--- config.mk ---
export PLATFORM = sky130hd
export DESIGN_NAME = fpsc_pipe_ctrl
export DESIGN_NICKNAME = d
export VERILOG_FILES = /design/src/sv/fpsc_pkg.sv /design/src/sv/fpsc_pipe_ctrl.sv
export SDC_FILE = /design/constraint.sdc
export NUM_CORES = 1
export LEC_CHECK = 0
export ABC_CLOCK_PERIOD_IN_PS = 1400
export BUFFER_PORTS_ARGS = -buffer_cell sky130_fd_sc_hd__buf_2
export CELL_PAD_IN_SITES_DETAIL_PLACEMENT = 2
export CELL_PAD_IN_SITES_GLOBAL_PLACEMENT = 2
export CORE_AREA = 2 2 39 41
export CTS_BUF_LIST = sky130_fd_sc_hd__clkbuf_4 sky130_fd_sc_hd__clkbuf_8
export DETAILED_ROUTE_END_ITERATION = 7
export DIE_AREA = 0 0 41 43
export GPL_ROUTABILITY_DRIVEN = 0
export PLACE_DENSITY = 0.67
export SYNTH_ARGS = -nofsm -noshare
export SYNTH_HDL_FRONTEND = slang
export SYNTH_SLANG_ARGS = --single-unit
--- constraint.sdc ---
create_clock -name clk_i -period 1.4 [get_ports clk_i]
set_clock_uncertainty 0.2 [all_clocks]
set_input_delay 0.28 -clock clk_i [delete_from_list [all_inputs] [get_ports clk_i]]
set_output_delay 0.28 -clock clk_i [all_outputs]
set_load 0.02 [all_outputs]
--- src/sv/fpsc_pkg.sv ---
// Shared types, widths and helpers for the four-wheel PID speed controller.
// No dependencies; every other file of the block imports this package.
`timescale 1ns / 1ps

package fpsc_pkg;

  // Widths of the fixed fields
  localparam int SPEED_W = 16;
  localparam int ERR_W   = SPEED_W + 1;
  localparam int DIFF_W  = ERR_W + 1;
  localparam int GAIN_W  = 32;
  localparam int FRAC_W  = 16;
  localparam int DRIVE_W = 8;
  localparam int LANES   = 4;

  // Error sum width and its split for the two partial products
  localparam int SUM_BITS = 48;
  localparam int SUM_LO_W = SUM_BITS / 2;
  localparam int SUM_HI_W = SUM_BITS - SUM_LO_W;

  // Product and accumulator widths
  localparam int PKP_W = ERR_W + GAIN_W;
  localparam int PKD_W = DIFF_W + GAIN_W;
  localparam int PLO_W = SUM_LO_W + 1 + GAIN_W;
  localparam int PHI_W = SUM_HI_W + GAIN_W;
  localparam int ACC_W = SUM_BITS + GAIN_W + 2;
  localparam int MAG_W = ACC_W - FRAC_W;

  // Pipeline depth inside a lane (operand, product, partial sum, sum, magnitude)
  localparam int STAGES = 5;

  localparam logic [DRIVE_W-2:0] DRIVE_LIMIT = 7'd100;

  // Configuration register indexes
  typedef enum logic [1:0] {
    REG_KP     = 2'd0,
    REG_KI     = 2'd1,
    REG_KD     = 2'd2,
    REG_TIMING = 2'd3
  } fpsc_reg_e;

  // Per-stage load strobes from the pipeline control
  typedef struct packed {
    logic [STAGES:1] stage;
    logic            out;
  } fpsc_adv_t;

  // Clamp a truncated magnitude to the drive limit and restore the sign
  function automatic logic signed [DRIVE_W-1:0] fpsc_clamp(
    input logic [MAG_W-1:0] mag,
    input logic             neg
  );
    logic [DRIVE_W-2:0] lim;
    lim = (mag > MAG_W'(DRIVE_LIMIT)) ? DRIVE_LIMIT : mag[DRIVE_W-2:0];
    return neg ? -$signed({1'b0, lim}) : $signed({1'b0, lim});
  endfunction

endpackage

--- src/sv/fpsc_pipe_ctrl.sv ---
// Valid tracking and per-stage load strobes for the lane pipelines.
// Depends on fpsc_pkg (STAGES, fpsc_adv_t).
`timescale 1ns / 1ps

module fpsc_pipe_ctrl (
  input  logic                clk_i,
  input  logic                rst_ni,
  input  logic                in_valid_i,
  output logic                in_ready_o,
  output logic                out_valid_o,
  input  logic                out_ready_i,
  output fpsc_pkg::fpsc_adv_t adv_o
);
  import fpsc_pkg::*;

  logic [STAGES:1] vld_q, vld_d;
  logic            out_vld_q, out_vld_d;
  fpsc_adv_t       adv;

  // A stage may load when it is empty or its content moves on
  always_comb begin
    adv.out = !out_vld_q || out_ready_i;
    adv.stage[STAGES] = !vld_q[STAGES] || adv.out;
    for (int k = STAGES - 1; k >= 1; k--) begin
      adv.stage[k] = !vld_q[k] || adv.stage[k+1];
    end
  end

  // Advance valid bits along the pipeline
  always_comb begin
    vld_d = vld_q;
    out_vld_d = adv.out ? vld_q[STAGES] : out_vld_q;
    vld_d[1] = adv.stage[1] ? in_valid_i : vld_q[1];
    for (int k = 2; k <= STAGES; k++) begin
      if (adv.stage[k]) begin
        vld_d[k] = vld_q[k-1];
      end
    end
  end

  always_ff @(posedge clk_i or negedge rst_ni) begin
    if (!rst_ni) begin
      vld_q     <= '0;
      out_vld_q <= 1'b0;
    end else begin
      vld_q     <= vld_d;
      out_vld_q <= out_vld_d;
    end
  end

  assign in_ready_o  = adv.stage[1];
  assign out_valid_o = out_vld_q;
  assign adv_o       = adv;

endmodule

# After elaboration in Yosys (flattened, before gate mapping)
# Cells that the tools add are included.
[classes] n_reduce_logical=12
[op_table] cell="logical NOT 1 bit" n=6
[op_table] cell="logical OR 1 bit" n=6
[word_totals] reg_bits=6 inputBits=4 elab_cells=18

# Logic depth before layout (Yosys ltp)
[logic_depth] word_depth=7 depth_mapped=4 ltp_nobuf=2

# Worst setup path before layout
# Ideal clock, no wire load.
[synth_path] path_kind="register to output" start="reg out_vld_q, in the netlist out_valid_o" end="out adv_o[1] (netlist bit)" arrival_time_ps=1320 required_time_ps=920 slack_ps=-400 path_stages_with_launch=5 n_path_buf=2 cell_sequence="dfrtp_1 -> and4b_1 -> buf_6 -> nand4_1 -> buf_4"
[synth_via] elab_chain_len=7
[synth_lines] item="start, declared" line="fpsc_pipe_ctrl.sv:17" source="logic out_vld_q, out_vld_d;"
[synth_lines] item="start signal, assigned" line="fpsc_pipe_ctrl.sv:47" source="out_vld_q <= out_vld_d;"
[synth_lines] item="logical NOT 1 bit" line="fpsc_pipe_ctrl.sv:22" source="adv.out = !out_vld_q || out_ready_i;"
[synth_lines] item="logical OR 1 bit" line="fpsc_pipe_ctrl.sv:22"
[synth_lines] item="logical OR 1 bit" line="fpsc_pipe_ctrl.sv:23" source="adv.stage[STAGES] = !vld_q[STAGES] || adv.out;"
[synth_lines] item="logical OR 1 bit (4 in a row)" line="fpsc_pipe_ctrl.sv:25" source="adv.stage[k] = !vld_q[k] || adv.stage[k+1];"
[synth_lines] item="end, declared" line="fpsc_pipe_ctrl.sv:12" source="output fpsc_pkg::fpsc_adv_t adv_o"
# No other way between the ends.

==> tab_implementation.tex <==
\begin{tabular}{lr}
\hline
Metric & Value \\
\hline
\multicolumn{2}{l}{\textbf{Outcome}} \\
\quad Outcome & finished with violations \\
\quad Violated checks & setup timing \\
\multicolumn{2}{l}{\textbf{Place}} \\
\quad Setup WS pre-CTS & -0.242 ns \\
\quad Number of instances in the placed design & 46 \\
\quad HPWL after detailed placement & 495 µm \\
\quad I/O Buffers & 11 \\
\multicolumn{2}{l}{\textbf{Synth}} \\
\quad Part of the Yosys area used for sequential elements & 58.5\% \\
\quad Flip-flop and latch count after synthesis & 6 \\
\quad Net Count, Synth & 25 \\
\quad Cell types with the largest area share after synthesis & sky130\_fd\_sc\_hd\_\_dfrtp\_1, sky130\_fd\_sc\_hd\_\_nand2b\_1, sky130\_fd\_sc\_hd\_\_buf\_6 \\
\quad Summed instance area of the synthesized netlist & 256 µm² \\
\quad Number of flops mapped to enable cells by yosys & 0 \\
\quad Most used DFF post-synth & sky130\_fd\_sc\_hd\_\_dfrtp\_1 \\
\quad Average size of a mapped cell & 12.2 µm² \\
\quad Number of different library cells in the post-synthesis netlist & 14 \\
\quad Leading cell type by number of instances after synthesis & sky130\_fd\_sc\_hd\_\_dfrtp\_1 \\
\quad Async SR Flop Fraction & 100\% \\
\quad Synthesis Warnings & 0 \\
\quad Cell taking the most area after synthesis & sky130\_fd\_sc\_hd\_\_dfrtp\_1 \\
\quad Yosys top cell area share & 58.5\% \\
\quad Number of standard cells after synthesis & 21 \\
\quad Synth top cells by count & sky130\_fd\_sc\_hd\_\_dfrtp\_1, sky130\_fd\_sc\_hd\_\_nand2b\_1 \\
\multicolumn{2}{l}{\textbf{Cells and area}} \\
\quad Layout overhead on the synthesized area & 70.7\% \\
\quad N\_diodes & 0 \\
\quad Number of non-filler instances in the completed layout & 55 \\
\quad Filler Cells Inserted & 155 \\
\quad Layout Nets & 44 \\
\quad Multi-input gate area in the final layout & 95.1 µm² \\
\quad Core occupancy in the finished layout & 31.6\% \\
\quad Sequential cell area in the final layout & 151 µm² \\
\quad Share of final-layout standard cells stronger than drive strength 1 & 59.0\% \\
\multicolumn{2}{l}{\textbf{Timing}} \\
\quad Count of pins over their slew limit & 0 \\
\quad Unrepaired setup endpoints after global routing & true \\
\quad Fraction of the cycle the final worst path needs & 124\% \\
\quad Final hold vios & 0 \\
\quad Final worst path period need & 1.73 ns \\
\quad Max Freq & 578 MHz \\
\quad Max-Slew Margin vs Limit & 84.9\% \\
\quad Worst Max-Slew Pin Slew & 0.226 ns \\
\quad Setup WS post-layout & -0.329 ns \\
\quad Final setup violation count & 7 \\
\quad Fin Hold WS & 0.0292 ns \\
\multicolumn{2}{l}{\textbf{Critical path}} \\
\quad Max FO, Critical Path & 5 \\
\quad Cell count along the critical path & 3 \\
\quad Buffering stage count on the worst path with inverters included & 1 \\
\quad Maximum cell stage delay along the critical path & 0.35 ns \\
\quad Reg2Reg Capture Point & vld\_q[1] \\
\quad Launch point of the worst reg-to-reg path & out\_valid\_o \\
\quad Worst setup path end & adv\_o[1] \\
\quad Dominant delay contributor by cell family on the critical path & simple AND/OR/NAND/NOR gates \\
\quad Sort of element at the end of the critical path & primary output \\
\quad List of cells traversed by the critical path & and4b\_2 > nand4\_1 > buf\_4 \\
\quad Data arrival at the endpoint of the critical path & 1.25 ns \\
\quad Launch point of the critical path & vld\_q[5] \\
\quad Depth of the worst register-to-register path & 3 \\
\quad Highest-delay cell along the critical path & sky130\_fd\_sc\_hd\_\_dfrtp\_1 \\
\quad Launching element type of the critical path & register \\
\quad Required time worst endpoint & 0.92 ns \\
\quad Category of the critical setup timing path & reg -> out \\
\quad Flop-to-flop setup slack & 0.03 ns \\
\multicolumn{2}{l}{\textbf{Route}} \\
\quad DRC violation count after routing & 0 \\
\quad First-pass DRT Iterations & 1 \\
\quad Final Routed Wirelength & 722 µm \\
\quad Wire length per cell & 13.1 µm \\
\quad Via count & 237 \\
\quad Per-cell via count in the routed design & 4.31 \\
\quad Detail Route Antenna Nets & 0 \\
\quad Starting DRT DRC Count & 0 \\
\multicolumn{2}{l}{\textbf{GRT}} \\
\quad Wire length of the first global-routing pass & 1190 µm \\
\quad Grt met1 use & 11.1\% \\
\quad Via count of the first global-routing pass & 288 \\
\quad Busiest grt layer & met2 \\
\quad Largest net degree at the start of global routing & 8 \\
\quad Met2 global-route usage & 16.6\% \\
\quad Number of antenna violations at the first check in global routing & 0 \\
\quad Global routing met3 resource utilization & 6.28\% \\
\quad Overall track demand over capacity in global routing & 10.6\% \\
\quad Congestion Overflow GR & 0 \\
\multicolumn{2}{l}{\textbf{Clock tree}} \\
\quad Sinks on Clock Net & 6 \\
\quad Maximum root-to-sink buffer count & 2 \\
\quad Number of H-tree levels & 1 \\
\quad Clock transition at the registers of the reported paths & 0.05 ns \\
\quad Worst-Skew Late Latency & 0.24 ns \\
\quad Clock buffer count from CTS & 3 \\
\quad Library cell used as clock root buffer & sky130\_fd\_sc\_hd\_\_clkbuf\_4 \\
\quad TritonCTS clock tree & yes \\
\multicolumn{2}{l}{\textbf{Floorplanning}} \\
\quad Cell Rows & 14 \\
\quad Number of I/O pins & 12 \\
\quad Vertical extent of the die & 43 µm \\
\quad Floorplan core area & 0.00138 mm² \\
\quad Full die area & 0.00176 mm² \\
\quad Horizontal die dimension & 41 µm \\
\quad Initial Util & 18.5\% \\
\multicolumn{2}{l}{\textbf{Power and ir drop}} \\
\quad VDD IR max & 0.442 mV \\
\quad Reported leakage power & 0.204 nW \\
\quad Power density over cell area & 1370 mW/mm² \\
\quad Total design power & 0.600 mW \\
\multicolumn{2}{l}{\textbf{Worst hold path}} \\
\quad Worst hold-check path type & in -> reg \\
\multicolumn{2}{l}{\textbf{Run}} \\
\quad Number of max-cap violations & 0 \\
\hline
\end{tabular}
[where the power goes]
| part | internal, mW | total (mW) | switching, mW |
|---|---|---|---|
| clock | 0.128 | 0.194 | 0.0661 |
| sequential | 0.197 | 0.221 | 0.0232 |
| combinational | 0.0974 | 0.185 | 0.0879 |
| total | 0.422 | 0.600 | 0.177 |
[repair_timing]
| action | 4_1_cts | 5_1_grt |
|---|---|---|
| hold endpoints to repair | 6 | 0 |
| hold buffers | 1 | 0 |
| resized for setup | 14 | 3 |
| setup buffers | 4 | 0 |
| endpoints found under the setup margin | 7 | 9 |
| pin swaps | 3 | 0 |
[per-layer routing]
metal  wire length, µm  part of all wire, %  vias to the layer above
met2               378                   52                       12
met4                 0                    0                        0
met5                 0                    0                        -
met1               285                   39                      116
li1                  -                    -                      109
met3                58                  8.0                        0
[cell families (layout without fill, tap and decap cells)]
family	after synthesis	count (layout)	share of synthesized area [%]
buf+inv	3	21	8.78
compound gates	3	3	10.2
simple gates	9	9	22.4
flops	6	6	58.5
[area by class of cell]
cell class                      instances  area share [%]
Clock buffer                            4            6.86
Inverter                                1           0.857
Multi-Input combinational cell         12            21.7
Sequential cell                         6            34.6
Tap cell                               16            4.57
Timing Repair Buffer                   16            31.4
[layout by cell type, fill, tap and decap left out, drive strengths merged]
| master | n |
|---|---|
| or2 | 1 |
| dfrtp | 6 |
| a41o | 1 |
| inv | 1 |
| nand2 | 1 |
| clkbuf | 4 |
| nand4 | 1 |
| and4b | 1 |
| nand2b | 3 |
| a31o | 1 |
| nand3b | 1 |
| a21o | 1 |
| buf | 15 |
| dlygate4sd3 | 1 |
| nand3 | 1 |
[flip-flops by register name, indices dropped and copies added, names as in the netlist]
name	cells
out_valid_o	1
vld_q	5
[metrics by stage]
step,cell area (µm²),TNS [ns]
after floorplan,258,-0.425
after global placement,314,-0.538
after detailed placement,314,-0.829
after CTS,424,-1.70
after global routing,438,-1.98
final,438,-1.56
[how the worst min path moves through the flow]
stage	from	cells after the start	slack (ns)	to
after CTS	in_valid_i	2	0.02	vld_q[1]
after floorplan	rst_ni	0	-0.22	out_valid_o
after detailed placement	rst_ni	1	-0.09	vld_q[5]
final	in_valid_i	2	0.03	vld_q[1]
after global placement	rst_ni	1	-0.1	vld_q[5]
after global routing	in_valid_i	2	0.04	vld_q[1]
No activity file was read; power rests on OpenSTA's default activity.
